--- config.mk ---
export PLATFORM = sky130hd
export DESIGN_NAME = analog_sample_conditioner_flat
export DESIGN_NICKNAME = d
export VERILOG_FILES = /design/src/design/asc_pkg.sv /design/src/design/asc_in_if.sv /design/src/design/asc_out_if.sv /design/src/design/asc_cfg_if.sv /design/src/design/analog_sample_conditioner.sv /design/src/design/asc_div.sv /design/src/design/asc_dp.sv /design/src/design/asc_ctrl.sv /design/src/flat_wrapper.sv
export SDC_FILE = /design/constraint.sdc
export NUM_CORES = 2
export LEC_CHECK = 0
export BUFFER_PORTS_ARGS = -buffer_cell sky130_fd_sc_hd__buf_4
export CAP_MARGIN = 20
export CORE_ASPECT_RATIO = 1.1
export CORE_MARGIN = 2
export CORE_UTILIZATION = 58
export CTS_CLUSTER_DIAMETER = 120
export DETAILED_ROUTE_END_ITERATION = 10
export PLACE_DENSITY = 0.74
export SLEW_MARGIN = 5
export SYNTH_ARGS = -nofsm -noshare
export SYNTH_HDL_FRONTEND = slang
export SYNTH_SLANG_ARGS = --single-unit
--- constraint.sdc ---
create_clock -name clk_i -period 13.6 [get_ports clk_i]
set_input_delay 2.72 -clock clk_i [delete_from_list [all_inputs] [get_ports clk_i]]
set_output_delay 2.72 -clock clk_i [all_outputs]
set_load 0.03 [all_outputs]
--- src/design/asc_pkg.sv ---
`timescale 1ns / 1ps
// ----------------------------------------------------------------------------
// Analog sample conditioner package
// Shared constants, register codes, controller states and the command and
// status bundles between the controller and the datapath.
// ----------------------------------------------------------------------------
package asc_pkg;

  localparam int unsigned SAMPLE_BITS_DEF = 10;
  localparam int unsigned PERMILLE        = 1000;
  localparam int unsigned RING_DEPTH      = 3;
  localparam int unsigned ALPHA_W         = 10;
  localparam int unsigned CFG_IDX_W       = 3;
  localparam int unsigned CLAMP_MAX_RST   = 1023;
  localparam int unsigned SMOOTH_RST      = 1000;

  typedef enum logic [CFG_IDX_W-1:0] {
    REG_CLAMP_MIN  = 3'd0,
    REG_CLAMP_MAX  = 3'd1,
    REG_SMOOTHING  = 3'd2,
    REG_HYSTERESIS = 3'd3,
    REG_DEADBAND   = 3'd4
  } cfg_reg_e;

  typedef enum logic [2:0] {
    ST_IDLE,
    ST_PREP,
    ST_MUL,
    ST_DIV_PROD,
    ST_SUM,
    ST_DIV_SUM,
    ST_BAND
  } ctrl_state_e;

  typedef struct packed {
    logic capture;
    logic prep;
    logic mul;
    logic sum;
    logic take_avg;
    logic band;
  } dp_cmd_t;

  typedef struct packed {
    logic avg_started;
    logic div_done;
    logic out_busy;
  } dp_status_t;

endpackage

--- src/design/asc_in_if.sv ---
`timescale 1ns / 1ps
// ----------------------------------------------------------------------------
// Sample input channel
// Carries one converter sample and the caller's previous output per transfer.
// ----------------------------------------------------------------------------
interface asc_in_if import asc_pkg::*; #(
  parameter int unsigned SAMPLE_BITS = SAMPLE_BITS_DEF
) ();
  logic                   valid;
  logic                   ready;
  logic [SAMPLE_BITS-1:0] raw_sample;
  logic [SAMPLE_BITS:0]   previous_output;

  modport source (output valid, raw_sample, previous_output, input ready);
  modport sink   (input valid, raw_sample, previous_output, output ready);
endinterface

--- src/design/asc_out_if.sv ---
`timescale 1ns / 1ps
// ----------------------------------------------------------------------------
// Result output channel
// Carries one conditioned value per transfer.
// ----------------------------------------------------------------------------
interface asc_out_if import asc_pkg::*; #(
  parameter int unsigned SAMPLE_BITS = SAMPLE_BITS_DEF
) ();
  logic                 valid;
  logic                 ready;
  logic [SAMPLE_BITS:0] conditioned_value;

  modport source (output valid, conditioned_value, input ready);
  modport sink   (input valid, conditioned_value, output ready);
endinterface

--- src/design/asc_cfg_if.sv ---
`timescale 1ns / 1ps
// ----------------------------------------------------------------------------
// Configuration write channel
// Carries a register index and the write data per transfer.
// ----------------------------------------------------------------------------
interface asc_cfg_if import asc_pkg::*; #(
  parameter int unsigned SAMPLE_BITS = SAMPLE_BITS_DEF
) ();
  localparam int unsigned DATA_W = (SAMPLE_BITS + 1 > ALPHA_W) ? SAMPLE_BITS + 1 : ALPHA_W;

  logic                 valid;
  logic                 ready;
  logic [CFG_IDX_W-1:0] index;
  logic [DATA_W-1:0]    data;

  modport source (output valid, index, data, input ready);
  modport sink   (input valid, index, data, output ready);
endinterface

--- src/design/analog_sample_conditioner.sv ---
`timescale 1ns / 1ps
// ----------------------------------------------------------------------------
// Analog sample conditioner
// Clamp, median of three, exponential average in thousandths, hysteresis
// against the caller's previous output and a deadband against the last
// committed value.
// ----------------------------------------------------------------------------
// One sample is worked on at a time. The first sample after reset loads the
// average directly, without a division. Every later sample passes twice
// through the divide-by-1000 unit, a reciprocal multiplication (once to
// scale the old average, once to take the integer part of the new one).
// The result sits in an output register, so a new sample is taken while it
// waits to be collected.
// Configuration writes are taken in any cycle and must only be made while the
// block is idle.
// ----------------------------------------------------------------------------
module analog_sample_conditioner import asc_pkg::*; #(
  parameter int unsigned SAMPLE_BITS = SAMPLE_BITS_DEF
) (
  input  logic      clk_i,
  input  logic      rst_ni,
  asc_in_if.sink    sample_i,
  asc_out_if.source result_o,
  asc_cfg_if.sink   cfg_i
);

  logic [SAMPLE_BITS-1:0] clamp_min_q;
  logic [SAMPLE_BITS-1:0] clamp_max_q;
  logic [ALPHA_W-1:0]     smoothing_q;
  logic [SAMPLE_BITS:0]   hysteresis_q;
  logic [SAMPLE_BITS:0]   deadband_q;
  logic                   cfg_write;

  dp_cmd_t    cmd;
  dp_status_t status;

  assign cfg_i.ready = 1'b1;
  assign cfg_write   = cfg_i.valid && cfg_i.ready;

  // Register file; unknown indexes are ignored.
  always_ff @(posedge clk_i or negedge rst_ni) begin
    if (!rst_ni) begin
      clamp_min_q  <= '0;
      clamp_max_q  <= SAMPLE_BITS'(CLAMP_MAX_RST);
      smoothing_q  <= ALPHA_W'(SMOOTH_RST);
      hysteresis_q <= '0;
      deadband_q   <= '0;
    end else if (cfg_write) begin
      case (cfg_reg_e'(cfg_i.index))
        REG_CLAMP_MIN:  clamp_min_q  <= cfg_i.data[SAMPLE_BITS-1:0];
        REG_CLAMP_MAX:  clamp_max_q  <= cfg_i.data[SAMPLE_BITS-1:0];
        REG_SMOOTHING:  smoothing_q  <= cfg_i.data[ALPHA_W-1:0];
        REG_HYSTERESIS: hysteresis_q <= cfg_i.data[SAMPLE_BITS:0];
        REG_DEADBAND:   deadband_q   <= cfg_i.data[SAMPLE_BITS:0];
        default: begin
          clamp_min_q <= clamp_min_q;
        end
      endcase
    end
  end

  asc_ctrl u_ctrl (
    .clk_i      (clk_i),
    .rst_ni     (rst_ni),
    .in_valid_i (sample_i.valid),
    .in_ready_o (sample_i.ready),
    .status_i   (status),
    .cmd_o      (cmd)
  );

  asc_dp #(
    .SAMPLE_BITS (SAMPLE_BITS)
  ) u_dp (
    .clk_i               (clk_i),
    .rst_ni              (rst_ni),
    .cmd_i               (cmd),
    .status_o            (status),
    .raw_sample_i        (sample_i.raw_sample),
    .previous_output_i   (sample_i.previous_output),
    .clamp_min_i         (clamp_min_q),
    .clamp_max_i         (clamp_max_q),
    .smoothing_i         (smoothing_q),
    .hysteresis_i        (hysteresis_q),
    .deadband_i          (deadband_q),
    .out_ready_i         (result_o.ready),
    .out_valid_o         (result_o.valid),
    .conditioned_value_o (result_o.conditioned_value)
  );

endmodule

--- src/design/asc_div.sv ---
`timescale 1ns / 1ps
// ----------------------------------------------------------------------------
// Divide by one thousand
// Reciprocal multiplication by the constant 1000, split into two partial
// products that are registered and then summed.
// ----------------------------------------------------------------------------
module asc_div import asc_pkg::*; #(
  parameter int unsigned DIV_W = 32
) (
  input  logic             clk_i,
  input  logic             rst_ni,
  input  logic             start_i,
  input  logic [DIV_W-1:0] dividend_i,
  output logic             done_o,
  output logic [DIV_W-1:0] quotient_o
);

  // floor(x / 1000) equals (x * RECIP) >> SHIFT for every x below 2^DIV_W,
  // because the rounding error of RECIP times x stays below 2^SHIFT.
  localparam int unsigned SHIFT   = DIV_W + $clog2(PERMILLE);
  localparam int unsigned RECIP_W = DIV_W + 1;
  localparam int unsigned LO_W    = (RECIP_W + 1) / 2;
  localparam int unsigned HI_W    = RECIP_W - LO_W;
  localparam int unsigned LO_P_W  = DIV_W + LO_W;
  localparam int unsigned HI_P_W  = DIV_W + HI_W;
  localparam int unsigned FULL_W  = DIV_W + RECIP_W;
  localparam logic [RECIP_W-1:0] RECIP =
    RECIP_W'(((64'd1 << SHIFT) + 64'(PERMILLE - 1)) / 64'(PERMILLE));
  localparam logic [LO_W-1:0] RECIP_LO = RECIP[LO_W-1:0];
  localparam logic [HI_W-1:0] RECIP_HI = RECIP[RECIP_W-1:LO_W];

  logic              mul_q;
  logic              sum_q;
  logic [DIV_W-1:0]  x_q;
  logic [LO_P_W-1:0] lo_q, lo_d;
  logic [HI_P_W-1:0] hi_q, hi_d;
  logic [FULL_W-1:0] full;
  logic [DIV_W-1:0]  quot_q, quot_d;

  assign lo_d   = LO_P_W'(x_q) * LO_P_W'(RECIP_LO);
  assign hi_d   = HI_P_W'(x_q) * HI_P_W'(RECIP_HI);
  assign full   = (FULL_W'(hi_q) << LO_W) + FULL_W'(lo_q);
  assign quot_d = DIV_W'(full[FULL_W-1:SHIFT]);

  always_ff @(posedge clk_i or negedge rst_ni) begin
    if (!rst_ni) begin
      mul_q <= 1'b0;
      sum_q <= 1'b0;
    end else begin
      mul_q <= start_i;
      sum_q <= mul_q;
    end
  end

  always_ff @(posedge clk_i) begin
    if (start_i) begin
      x_q <= dividend_i;
    end
    if (mul_q) begin
      lo_q <= lo_d;
      hi_q <= hi_d;
    end
    if (sum_q) begin
      quot_q <= quot_d;
    end
  end

  assign done_o     = !mul_q && !sum_q;
  assign quotient_o = quot_q;

  a_start_when_done: assert property (@(posedge clk_i) disable iff (!rst_ni)
    start_i |-> done_o)
    else $error("Division started while the previous one was still running.");

  a_single_stage: assert property (@(posedge clk_i) disable iff (!rst_ni)
    !(mul_q && sum_q))
    else $error("Two divisions overlapped in the pipeline.");

endmodule

--- src/design/asc_dp.sv ---
`timescale 1ns / 1ps
// ----------------------------------------------------------------------------
// Conditioner datapath
// Clamp, median ring, exponential average arithmetic, banding and the
// output register.
// ----------------------------------------------------------------------------
module asc_dp import asc_pkg::*; #(
  parameter int unsigned SAMPLE_BITS = SAMPLE_BITS_DEF
) (
  input  logic                   clk_i,
  input  logic                   rst_ni,
  input  dp_cmd_t                cmd_i,
  output dp_status_t             status_o,
  input  logic [SAMPLE_BITS-1:0] raw_sample_i,
  input  logic [SAMPLE_BITS:0]   previous_output_i,
  input  logic [SAMPLE_BITS-1:0] clamp_min_i,
  input  logic [SAMPLE_BITS-1:0] clamp_max_i,
  input  logic [ALPHA_W-1:0]     smoothing_i,
  input  logic [SAMPLE_BITS:0]   hysteresis_i,
  input  logic [SAMPLE_BITS:0]   deadband_i,
  input  logic                   out_ready_i,
  output logic                   out_valid_o,
  output logic [SAMPLE_BITS:0]   conditioned_value_o
);

  localparam int unsigned VAL_W  = SAMPLE_BITS + 1;
  localparam int unsigned AVG_W  = SAMPLE_BITS + ALPHA_W;
  localparam int unsigned PROD_W = AVG_W + ALPHA_W;
  localparam int unsigned DIV_W  = PROD_W;
  localparam logic [VAL_W-1:0] TOP_VALUE = {1'b1, {SAMPLE_BITS{1'b0}}};

  function automatic logic [VAL_W-1:0] mid_of_three(logic [VAL_W-1:0] x,
                                                    logic [VAL_W-1:0] y,
                                                    logic [VAL_W-1:0] z);
    logic [VAL_W-1:0] m;
    if ((x >= y && x <= z) || (x >= z && x <= y)) begin
      m = x;
    end else if ((y >= x && y <= z) || (y >= z && y <= x)) begin
      m = y;
    end else begin
      m = z;
    end
    return m;
  endfunction

  function automatic logic [VAL_W-1:0] abs_diff(logic [VAL_W-1:0] x, logic [VAL_W-1:0] y);
    return (x >= y) ? (x - y) : (y - x);
  endfunction

  // Input capture
  logic [SAMPLE_BITS-1:0] raw_q;
  logic [VAL_W-1:0]       prev_q;

  // Median ring
  logic [VAL_W-1:0] ring_q [RING_DEPTH];
  logic [1:0]       ring_pos_q, ring_pos_d;
  logic [1:0]       ring_fill_q, ring_fill_d;
  logic [VAL_W-1:0] clamped;
  logic [VAL_W-1:0] ring_view [RING_DEPTH];
  logic [VAL_W-1:0] filtered_q, filtered_d;

  // Average
  logic [ALPHA_W-1:0] alpha_cap;
  logic [ALPHA_W-1:0] keep;
  logic [PROD_W-1:0]  prod;
  logic [AVG_W-1:0]   fa_q;
  logic [AVG_W-1:0]   avg_s_q;
  logic [AVG_W-1:0]   avg_new;
  logic               avg_started_q;
  logic [VAL_W-1:0]   avg_val_q;

  // Divider
  logic             div_start;
  logic [DIV_W-1:0] div_dividend;
  logic             div_done;
  logic [DIV_W-1:0] div_quot;

  // Banding and output
  logic             commit_started_q;
  logic [VAL_W-1:0] committed_q;
  logic             within_hyst;
  logic             within_dead;
  logic [VAL_W-1:0] result_d;
  logic             take_avg_commit;
  logic             out_valid_q;
  logic [VAL_W-1:0] out_data_q;

  // Clamp; the lower limit wins when the limits cross.
  always_comb begin
    if (raw_q <= clamp_min_i) begin
      clamped = '0;
    end else if (raw_q >= clamp_max_i) begin
      clamped = TOP_VALUE;
    end else begin
      clamped = {1'b0, raw_q};
    end
  end

  // The ring as it looks once the new sample has gone in.
  always_comb begin
    for (int i = 0; i < RING_DEPTH; i++) begin
      ring_view[i] = (ring_pos_q == 2'(i)) ? clamped : ring_q[i];
    end
  end

  assign filtered_d  = (ring_fill_q >= 2'(RING_DEPTH - 1))
                     ? mid_of_three(ring_view[0], ring_view[1], ring_view[2])
                     : clamped;
  assign ring_pos_d  = (ring_pos_q == 2'(RING_DEPTH - 1)) ? 2'd0 : ring_pos_q + 2'd1;
  assign ring_fill_d = (ring_fill_q < 2'(RING_DEPTH)) ? ring_fill_q + 2'd1 : ring_fill_q;

  // new = f*alpha + floor(avg*(1000-alpha)/1000), which equals the full
  // update because f*1000*alpha is a whole multiple of 1000.
  assign alpha_cap = (smoothing_i > ALPHA_W'(PERMILLE)) ? ALPHA_W'(PERMILLE) : smoothing_i;
  assign keep      = ALPHA_W'(PERMILLE) - alpha_cap;
  assign prod      = PROD_W'(avg_s_q) * PROD_W'(keep);
  assign avg_new   = fa_q + AVG_W'(div_quot);

  assign div_start    = (cmd_i.mul && avg_started_q) || cmd_i.sum;
  assign div_dividend = cmd_i.sum ? DIV_W'(avg_new) : DIV_W'(prod);

  asc_div #(
    .DIV_W (DIV_W)
  ) u_div (
    .clk_i      (clk_i),
    .rst_ni     (rst_ni),
    .start_i    (div_start),
    .dividend_i (div_dividend),
    .done_o     (div_done),
    .quotient_o (div_quot)
  );

  // Banding against the caller's output and then the committed value.
  assign within_hyst = abs_diff(avg_val_q, prev_q) <= hysteresis_i;
  assign within_dead = abs_diff(avg_val_q, committed_q) <= deadband_i;

  always_comb begin
    take_avg_commit = 1'b0;
    if (within_hyst) begin
      result_d = prev_q;
    end else if (!commit_started_q || !within_dead) begin
      result_d        = avg_val_q;
      take_avg_commit = 1'b1;
    end else begin
      result_d = committed_q;
    end
  end

  always_ff @(posedge clk_i or negedge rst_ni) begin
    if (!rst_ni) begin
      ring_pos_q       <= '0;
      ring_fill_q      <= '0;
      avg_started_q    <= 1'b0;
      commit_started_q <= 1'b0;
      out_valid_q      <= 1'b0;
    end else begin
      if (cmd_i.prep) begin
        ring_pos_q  <= ring_pos_d;
        ring_fill_q <= ring_fill_d;
      end
      if (cmd_i.mul) begin
        avg_started_q <= 1'b1;
      end
      if (cmd_i.band && take_avg_commit) begin
        commit_started_q <= 1'b1;
      end
      if (cmd_i.band) begin
        out_valid_q <= 1'b1;
      end else if (out_ready_i) begin
        out_valid_q <= 1'b0;
      end
    end
  end

  always_ff @(posedge clk_i) begin
    if (cmd_i.capture) begin
      raw_q  <= raw_sample_i;
      prev_q <= previous_output_i;
    end
    if (cmd_i.prep) begin
      for (int i = 0; i < RING_DEPTH; i++) begin
        ring_q[i] <= ring_view[i];
      end
      filtered_q <= filtered_d;
    end
    if (cmd_i.mul) begin
      if (!avg_started_q) begin
        avg_s_q   <= AVG_W'(filtered_q) * AVG_W'(PERMILLE);
        avg_val_q <= filtered_q;
      end else begin
        fa_q <= AVG_W'(filtered_q) * AVG_W'(alpha_cap);
      end
    end
    if (cmd_i.sum) begin
      avg_s_q <= avg_new;
    end
    if (cmd_i.take_avg) begin
      avg_val_q <= VAL_W'(div_quot);
    end
    if (cmd_i.band && take_avg_commit) begin
      committed_q <= avg_val_q;
    end
    if (cmd_i.band) begin
      out_data_q <= result_d;
    end
  end

  assign status_o.avg_started = avg_started_q;
  assign status_o.div_done    = div_done;
  assign status_o.out_busy    = out_valid_q && !out_ready_i;

  assign out_valid_o         = out_valid_q;
  assign conditioned_value_o = out_data_q;

  a_ring_pos_in_range: assert property (@(posedge clk_i) disable iff (!rst_ni)
    ring_pos_q != 2'd3)
    else $error("Ring position left the ring.");

  a_avg_in_range: assert property (@(posedge clk_i) disable iff (!rst_ni)
    avg_started_q |-> avg_val_q <= TOP_VALUE)
    else $error("Average integer part exceeds the full-scale value.");

  a_band_after_start: assert property (@(posedge clk_i) disable iff (!rst_ni)
    cmd_i.band |-> avg_started_q)
    else $error("Banding ran before the average was loaded.");

endmodule

--- src/design/asc_ctrl.sv ---
`timescale 1ns / 1ps
// ----------------------------------------------------------------------------
// Conditioner controller
// Sequences one sample through the datapath: prepare, multiply, divide by
// 1000, sum, divide again, banding; the first sample after reset skips divisions.
// ----------------------------------------------------------------------------
module asc_ctrl import asc_pkg::*; (
  input  logic       clk_i,
  input  logic       rst_ni,
  input  logic       in_valid_i,
  output logic       in_ready_o,
  input  dp_status_t status_i,
  output dp_cmd_t    cmd_o
);

  ctrl_state_e state_q, state_d;

  always_comb begin
    state_d = state_q;
    case (state_q)
      ST_IDLE: begin
        if (in_valid_i) begin
          state_d = ST_PREP;
        end
      end
      ST_PREP: begin
        state_d = ST_MUL;
      end
      ST_MUL: begin
        state_d = status_i.avg_started ? ST_DIV_PROD : ST_BAND;
      end
      ST_DIV_PROD: begin
        if (status_i.div_done) begin
          state_d = ST_SUM;
        end
      end
      ST_SUM: begin
        state_d = ST_DIV_SUM;
      end
      ST_DIV_SUM: begin
        if (status_i.div_done) begin
          state_d = ST_BAND;
        end
      end
      ST_BAND: begin
        if (!status_i.out_busy) begin
          state_d = ST_IDLE;
        end
      end
      default: begin
        state_d = ST_IDLE;
      end
    endcase
  end

  always_comb begin
    cmd_o      = '0;
    in_ready_o = 1'b0;
    case (state_q)
      ST_IDLE: begin
        in_ready_o    = 1'b1;
        cmd_o.capture = in_valid_i;
      end
      ST_PREP: begin
        cmd_o.prep = 1'b1;
      end
      ST_MUL: begin
        cmd_o.mul = 1'b1;
      end
      ST_DIV_PROD: begin
        cmd_o = '0;
      end
      ST_SUM: begin
        cmd_o.sum = 1'b1;
      end
      ST_DIV_SUM: begin
        cmd_o.take_avg = status_i.div_done;
      end
      ST_BAND: begin
        cmd_o.band = !status_i.out_busy;
      end
      default: begin
        cmd_o = '0;
      end
    endcase
  end

  always_ff @(posedge clk_i or negedge rst_ni) begin
    if (!rst_ni) begin
      state_q <= ST_IDLE;
    end else begin
      state_q <= state_d;
    end
  end

  a_band_holds_on_stall: assert property (@(posedge clk_i) disable iff (!rst_ni)
    (state_q == ST_BAND && status_i.out_busy) |=> state_q == ST_BAND)
    else $error("Result dropped while the output register was still full.");

endmodule

--- src/flat_wrapper.sv ---
// flat-port wrapper written by rule: the top's interface ports become plain ports
module analog_sample_conditioner_flat import asc_pkg::*;
#(
  parameter int unsigned SAMPLE_BITS = SAMPLE_BITS_DEF
)
  (clk_i, rst_ni, sample_i_valid, sample_i_raw_sample, sample_i_previous_output, sample_i_ready, result_o_valid, result_o_conditioned_value, result_o_ready, cfg_i_valid, cfg_i_index, cfg_i_data, cfg_i_ready);
  asc_in_if #(.SAMPLE_BITS(SAMPLE_BITS)) sample_i_i ();
  asc_out_if #(.SAMPLE_BITS(SAMPLE_BITS)) result_o_i ();
  asc_cfg_if #(.SAMPLE_BITS(SAMPLE_BITS)) cfg_i_i ();
  input  logic clk_i;
  input  logic rst_ni;
  input wire logic [$bits(sample_i_i.valid)-1:0] sample_i_valid;
  input wire logic [$bits(sample_i_i.raw_sample)-1:0] sample_i_raw_sample;
  input wire logic [$bits(sample_i_i.previous_output)-1:0] sample_i_previous_output;
  output wire logic [$bits(sample_i_i.ready)-1:0] sample_i_ready;
  output wire logic [$bits(result_o_i.valid)-1:0] result_o_valid;
  output wire logic [$bits(result_o_i.conditioned_value)-1:0] result_o_conditioned_value;
  input wire logic [$bits(result_o_i.ready)-1:0] result_o_ready;
  input wire logic [$bits(cfg_i_i.valid)-1:0] cfg_i_valid;
  input wire logic [$bits(cfg_i_i.index)-1:0] cfg_i_index;
  input wire logic [$bits(cfg_i_i.data)-1:0] cfg_i_data;
  output wire logic [$bits(cfg_i_i.ready)-1:0] cfg_i_ready;
  assign sample_i_i.valid = sample_i_valid;
  assign sample_i_i.raw_sample = sample_i_raw_sample;
  assign sample_i_i.previous_output = sample_i_previous_output;
  assign sample_i_ready = sample_i_i.ready;
  assign result_o_valid = result_o_i.valid;
  assign result_o_conditioned_value = result_o_i.conditioned_value;
  assign result_o_i.ready = result_o_ready;
  assign cfg_i_i.valid = cfg_i_valid;
  assign cfg_i_i.index = cfg_i_index;
  assign cfg_i_i.data = cfg_i_data;
  assign cfg_i_ready = cfg_i_i.ready;
  analog_sample_conditioner #(.SAMPLE_BITS(SAMPLE_BITS)) u_core (.clk_i(clk_i), .rst_ni(rst_ni), .sample_i(sample_i_i), .result_o(result_o_i), .cfg_i(cfg_i_i));
endmodule
Word level (Yosys, flattened, before mapping)
Memory sizes are Yosys's and may differ from the RTL's.
Index checks and enable logic that the tools add are counted.
{"block": "word_totals", "regBits": 305, "latchBits": 0, "ramBits": 33, "rom_bits": 0, "input_bits": 40, "output_inout_bits": 14, "elab_cells": 150, "memories": 1}
{"block": "classes", "n_addsub": 9, "multipliers": 5, "div": 0, "magnitude_cmp": 17, "n_eq_ne": 18, "shift": 0, "n_mux": 40, "bitwise": 0, "reduce_logical": 34}
{"memory": "u_core.u_dp.ring_q", "depth": 3, "width": 11, "rd": 3, "rd_ports_with_merged_regs": 0, "write_ports": 3, "line_no": "asc_dp.sv:55", "text": "logic [VAL_W-1:0] ring_q [RING_DEPTH];"}
{"op": "two-way mux 11 bit", "n": 15}
{"op": "two-way mux 20 bit", "n": 4}
{"op": ">= comparator 11 bit", "n": 6}
{"op": "less-or-equal comparator 11 bit", "n": 6}
{"op": "adder 60 x 44 -> 60 bit", "n": 1}
{"op": "multiplier 30 x 15 -> 44 bit (second input constant)", "n": 1}
{"op": "subtractor 11 bit", "n": 4}
{"op": "multiplier 30 x 12 -> 42 bit (second input constant)", "n": 1}
{"op": "multiplier 20 x 10 -> 30 bit", "n": 1}
{"op": "case mux 3 bit (7 select lines)", "n": 1}
{"op": "adder 20 bit", "n": 1}
{"op": "multiplier 11 x 10 -> 20 bit", "n": 1}
{"op": "AND reduction 2 bit", "n": 9}
{"op": "multiplier 11 x 7 -> 17 bit (second input constant)", "n": 1}
{"op": "two-way mux 3 bit", "n": 5}
{"op": "two-way mux 1 bit", "n": 13}
{"op": "== test 3 x 2 -> 1 bit (second input constant)", "n": 4}
{"op": "== test 3 bit (second input constant)", "n": 4}
{"op": ">= comparator 10 bit", "n": 1}
{"op": "> comparator 10 bit (second input constant)", "n": 1}
{"op": "less-or-equal comparator 10 bit", "n": 1}
{"op": "two-way mux 10 bit", "n": 1}
{"op": "inequality test 2 bit (second input constant)", "n": 5}
{"op": "subtractor 10 bit (first input constant)", "n": 1}
{"op": "15 further kinds", "n": 35}

Logic depth before layout (Yosys ltp)
{"block": "depth", "ltp_word": 10, "ltp_mapped": 32, "ltp_nobuf": 30}

Cells and area by module
Synthesis repeated with hierarchy kept, for this count alone.
{"block": "hier_totals", "cells_unflattened": 4234, "hier_area_um2": 42204.2}
{"mod": "asc_dp", "n_inst": 1, "cells_each": 2417, "area_each_um2": 22203.8, "seq_area_each_um2": 4319.1}
{"mod": "asc_div", "n_inst": 1, "cells_each": 1673, "area_each_um2": 17682.0, "seq_area_each_um2": 3773.6}
{"mod": "analog_sample_conditioner", "n_inst": 1, "cells_each": 116, "area_each_um2": 2067.0, "seq_area_each_um2": 1321.3}
{"mod": "asc_ctrl", "n_inst": 1, "cells_each": 28, "area_each_um2": 251.5, "seq_area_each_um2": 75.1}

Worst setup path after synthesis
No wires, ideal clock.
{"block": "synth_path", "kind": "register to register", "start": "register u_core.smoothing_q[0]", "end": "register u_core.u_dp.u_div.x_q[28], data pin", "setup_ns": 0.260, "t_arrival_ns": 7.159, "required_time_ns": 13.340, "setup_slack_ns": 6.181, "path_stages_with_launch": 31, "synth_period_minus_slack_ns": 7.419, "path_cell_list": "dfrtp_1 -> o31ai_1 -> nand2b_1 -> and2_1 -> nand2_1 -> and2_1 -> clkbuf_1 -> inv_1 -> ha_1 -> a21boi_1 -> o21ai_0 -> xor2_1 -> clkbuf_1 -> and2_1 -> fa_1 -> fa_1 -> fa_1 -> fa_1 -> inv_1 -> fa_1 -> inv_1 -> ha_1 -> a21o_1 -> a21o_1 -> a2111oi_0 -> o41ai_1 -> a21oi_1 -> o221ai_1 -> a21oi_1 -> a21oi_1 -> mux2i_1"}
{"block": "synth_between", "elab_chain_len": 4}
{"element": "start, declared", "line_no": "analog_sample_conditioner.sv:29", "text": "logic [ALPHA_W-1:0] smoothing_q;"}
{"element": "start signal, assigned", "line_no": "analog_sample_conditioner.sv:45", "text": "smoothing_q <= ALPHA_W'(SMOOTH_RST);"}
{"element": "start signal, assigned", "line_no": "analog_sample_conditioner.sv:52", "text": "REG_SMOOTHING: smoothing_q <= cfg_i.data[ALPHA_W-1:0];"}
{"element": "> comparator 10 bit", "line_no": "asc_dp.sv:114", "text": "assign alpha_cap = (smoothing_i > ALPHA_W'(PERMILLE)) ? ALPHA_W'(PERMILLE) : smoothing_i;"}
{"element": "two-way mux 10 bit *", "line_no": "asc_dp.sv:114"}
{"element": "subtractor 10 bit *", "line_no": "asc_dp.sv:115", "text": "assign keep = ALPHA_W'(PERMILLE) - alpha_cap;"}
{"element": "multiplier 20 x 10 -> 30 bit *", "line_no": "asc_dp.sv:116", "text": "assign prod = PROD_W'(avg_s_q) * PROD_W'(keep);"}
{"element": "end signal, assigned", "line_no": "asc_div.sv:57", "text": "x_q <= dividend_i;"}
{"element": "end, declared", "line_no": "asc_div.sv:34", "text": "logic [DIV_W-1:0] x_q;"}
Every way passes the cells marked *; elsewhere a longest branch is shown, timed or not.
A chain may end at the register's enable or synchronous reset.

Worst setup path in the final report
Ends and elaborated chain as after synthesis.

==> metrics.md <==
| Metric | Value |
|---|---|
| Status | `finished clean` |
| Seq cells post-synth | `324` |
| Least-Margin Pin Slew | `1.09 ns` |
| Number of flops mapped to enable cells by yosys | `260` |
| Grt met3 use | `4.26%` |
| DRC viols | `0` |
| Net count after synthesis | `5229` |
| Routed wirelength normalized by instance count | `19.2 um` |
| Worst clock skew | `0.0197 ns` |
| Class of the most critical hold timing path | `reg2reg` |
| Count of max-cap constraint violations | `0` |
| Data arrival time at the worst-slack endpoint | `9.16 ns` |
| Largest net degree at the start of global routing | `74` |
| Post-synthesis cell type count | `83` |
| Number of detailed-route iterations in the first pass | `6` |
| Number of top-level pins | `54` |
| Number of antenna violations at the first check in global routing | `0` |
| Type of the worst setup path | `reg2reg` |
| First DRT Iteration DRCs | `2050` |
| H-tree depth | `2` |
| Routability Congestion | `0.927` |
| Syn Std Cell Area | `41000 um2` |
| Crit-path max cell delay | `0.60 ns` |
| Period utilisation layout | `65.0%` |
| Met2 GRT Util | `45.8%` |
| Post-DRT Antenna Nets | `0` |
| Hold bufs inserted after CTS | `0` |
| Prevailing post-synth register cell | `edfxtp_1` |
| Number of global-route vias before repair | `29900` |
| Final hold violations | `0` |
| Sequential cell area | `9430 um2` |
| Most repeated library cell on the critical path | `fa_1` |
| Width of the die | `258 um` |
| Clock-pin slew of the registers on the worst-case setup and hold paths | `0.06 ns` |
| CTS max path bufs | `3` |
| Clock latency on the worst-skew pair | `0.58 ns` |
| Setup violation total in the final timing report | `0` |
| Highest clock rate | `0.113 GHz` |
| Total global-route track usage | `27.6%` |
| Die Y | `283 um` |
| Count of vias placed by the detailed router | `29000` |
| Filler cells | `5734` |
| Clock tree from TritonCTS | `yes` |
| Critical path required time | `13.91 ns` |
| Total of cells resized after clock tree synthesis | `0` |
| Buffer type at the clock tree root | `clkbuf_16` |
| Grt peak-use layer | `met2` |
| Layout net count | `5228` |
| Max-slew violations | `0` |
| Total of warnings raised by yosys | `0` |
| CP Launch Type | `register` |
| Core region area | `70200 um2` |
| Post-synthesis instance total | `4091` |
| Sum of overflow across all layers after global routing | `0` |
| Global-route wire length before repair | `159 mm` |
| Row Count | `102` |
| Share of post-route cells with drive strength above 1 | `5.85%` |
| Synthesis-to-layout area growth | `6.39%` |
| Sequential area share after synthesis | `23.0%` |
| Clock sink count | `324` |
| Total Negative Setup Slacks | `0 ns` |
| CP max FO | `24` |
| Endpoint kind of the worst setup timing path | `register` |
| Met1 capacity usage during global routing | `37.8%` |
| Hpwl dp | `76.6 mm` |
| CTS Buf Count | `39` |
| Antenna diode count | `0` |
| Worst relative slew slack | `27.0%` |
| Starting density of the core | `58.4%` |
| Detailed Route WL | `96.9 mm` |
| Area of the multi-input gates | `28300 um2` |
| CP max stage cell | `and2_1` |
| # port buffers | `52` |
| # Post-CTS Setup Buffers | `0` |
| Die Area | `72900 um2` |
| Share of flip-flops with an asynchronous set or reset | `19.8%` |
| Mean Syn Cell Area | `10.0 um2` |
| Shortest clock period the worst path allows after layout | `8.84 ns` |
| RSZ-0062 raised after global routing | `no` |
| Post-DR vias/cell | `5.74` |
==> flip-flops by register name, indices dropped and copies added, names as in the netlist, 3 cells and up <==
name                             count
u_core.clamp_max_q                  10
u_core.clamp_min_q                  10
u_core.deadband_q                   11
u_core.hysteresis_q                 11
u_core.smoothing_q                  10
u_core.u_ctrl.state_q                3
u_core.u_dp.avg_s_q                 20
u_core.u_dp.avg_val_q               11
u_core.u_dp.committed_q             11
u_core.u_dp.conditioned_value_o     11
u_core.u_dp.fa_q                    20
u_core.u_dp.filtered_q              11
u_core.u_dp.prev_q                  11
u_core.u_dp.raw_q                   10
u_core.u_dp.ring_q                  33
u_core.u_dp.u_div.hi_q              44
u_core.u_dp.u_div.lo_q              28
u_core.u_dp.u_div.quotient_o        20
u_core.u_dp.u_div.x_q               30
==> routing by layer <==
layer / wire [um] / share of wire (%)
met5: 0 / 0
met4: 2840 / 2.9
met3: 6730 / 6.9
met2: 45300 / 47
met1: 41900 / 43
==> cells in the mapped netlist (38+ instances only) <==
cell / n / share of area, %
fa_1: 480 / 23
xnor2_1: 109 / 2.3
mux2_2: 44 / 1.2
xor2_1: 66 / 1.4
dfrtp_1: 48 / 2.9
and2_1: 140 / 2.1
nand3_1: 49 / 0.60
nor2_1: 119 / 1.1
a21oi_1: 170 / 2.1
clkbuf_1: 113 / 1.0
o21ai_0: 146 / 1.8
a21o_1: 107 / 2.0
ha_1: 618 / 19
nand2_1: 354 / 3.2
edfxtp_1: 260 / 19
and3_1: 38 / 0.58
nor3_1: 49 / 0.60
inv_1: 762 / 7.0
==> cells in the final DEF, fill, tap and decap left out, drive strengths merged, types with 27 or more instances in the layout <==
| cell | netlist | layout |
|---|---|---|
| a21o | 107 | 107 |
| a21oi | 171 | 171 |
| and2 | 140 | 140 |
| and3 | 38 | 38 |
| buf | 9 | 80 |
| clkbuf | 113 | 55 |
| dfrtp | 48 | 48 |
| edfxtp | 260 | 260 |
| fa | 480 | 480 |
| ha | 618 | 618 |
| inv | 762 | 764 |
| mux2 | 44 | 44 |
| nand2 | 355 | 355 |
| nand3 | 49 | 49 |
| nand4 | 27 | 27 |
| nor2 | 119 | 119 |
| nor2b | 27 | 27 |
| nor3 | 52 | 52 |
| o21a | 27 | 27 |
| o21ai | 150 | 150 |
| xnor2 | 109 | 109 |
| xor2 | 66 | 66 |
==> cells by family after synthesis <==
group	share of synthesized area, %
AOI/OAI and AO/OA	10.3
xor gates and xnor gates	3.74
adders and majority gates	42.3
buffers and inverters	8.13
DFF	23.0
muxes	1.84
other	0.00914
and+or+nand+nor	10.7
==> worst paths after layout <==
path | from | end | slack [ns] | cells past startpoint
worst max-delay path | u_core.smoothing_q[0]$_DFFE_PN0P_ | u_core.u_dp.u_div.x_q[28]$_SDFFCE_PP0N_ | 4.76 | 30
worst min-delay path | u_core.u_dp.commit_started_q$_DFFE_PN0P_ | u_core.u_dp.commit_started_q$_DFFE_PN0P_ | 0.46 | 1
worst max register to register | u_core.smoothing_q[0]$_DFFE_PN0P_ | u_core.u_dp.u_div.x_q[28]$_SDFFCE_PP0N_ | 4.76 | 30
worst min register to register | u_core.u_dp.commit_started_q$_DFFE_PN0P_ | u_core.u_dp.commit_started_q$_DFFE_PN0P_ | 0.46 | 1
max in group asynchronous | rst_ni | u_core.u_dp.u_div.mul_q$_DFF_PN0_ | 10.66 | 1
min in group asynchronous | rst_ni | u_core.clamp_min_q[9]$_DFFE_PN0P_ | 2.27 | 1
==> per-stage QoR <==
stage | area, um2 | setup WS, ns | hold slack, ns | util, % | cells
2_1_floorplan | 41000 | 6.18 | 0.424 | - | 4091
3_3_place_gp | 42300 | 5.06 | 0.449 | 60.3 | 4985
3_5_place_dp | 42300 | 4.86 | 0.451 | 60.3 | 4985
4_1_cts | 43600 | 4.82 | 0.464 | 62.2 | 5056
5_1_grt | 43600 | 4.05 | 0.511 | 62.2 | 5056
6_report | 43600 | 4.76 | 0.460 | 62.2 | 5056
==> critical path: cells and delay by family (launching register included) <==
family | cells | cell delay [ns]
AO/OA/AOI/OAI | 11 | 2.68
XOR/XNOR | 1 | 0.17
adder cells (fa/ha/maj) | 7 | 3.07
buffers and inverters | 5 | 0.73
flip-flops | 1 | 0.58
multiplexers | 1 | 0.13
AND/OR/NAND/NOR | 5 | 1.20
==> layout make-up <==
| cell class | instances | share of cell area (%) |
|---|---|---|
| tap | 936 | 2.68 |
| clock inverter | 16 | 0.384 |
| timing repair buffer | 80 | 1.38 |
| multi-input combinational | 2883 | 64.8 |
| clock buffer | 55 | 2.59 |
| inverter | 762 | 6.56 |
| sequential | 324 | 21.6 |
Power is not shown: default switching activity piles up to over one toggle a cycle in this logic, so the estimate is an artifact.
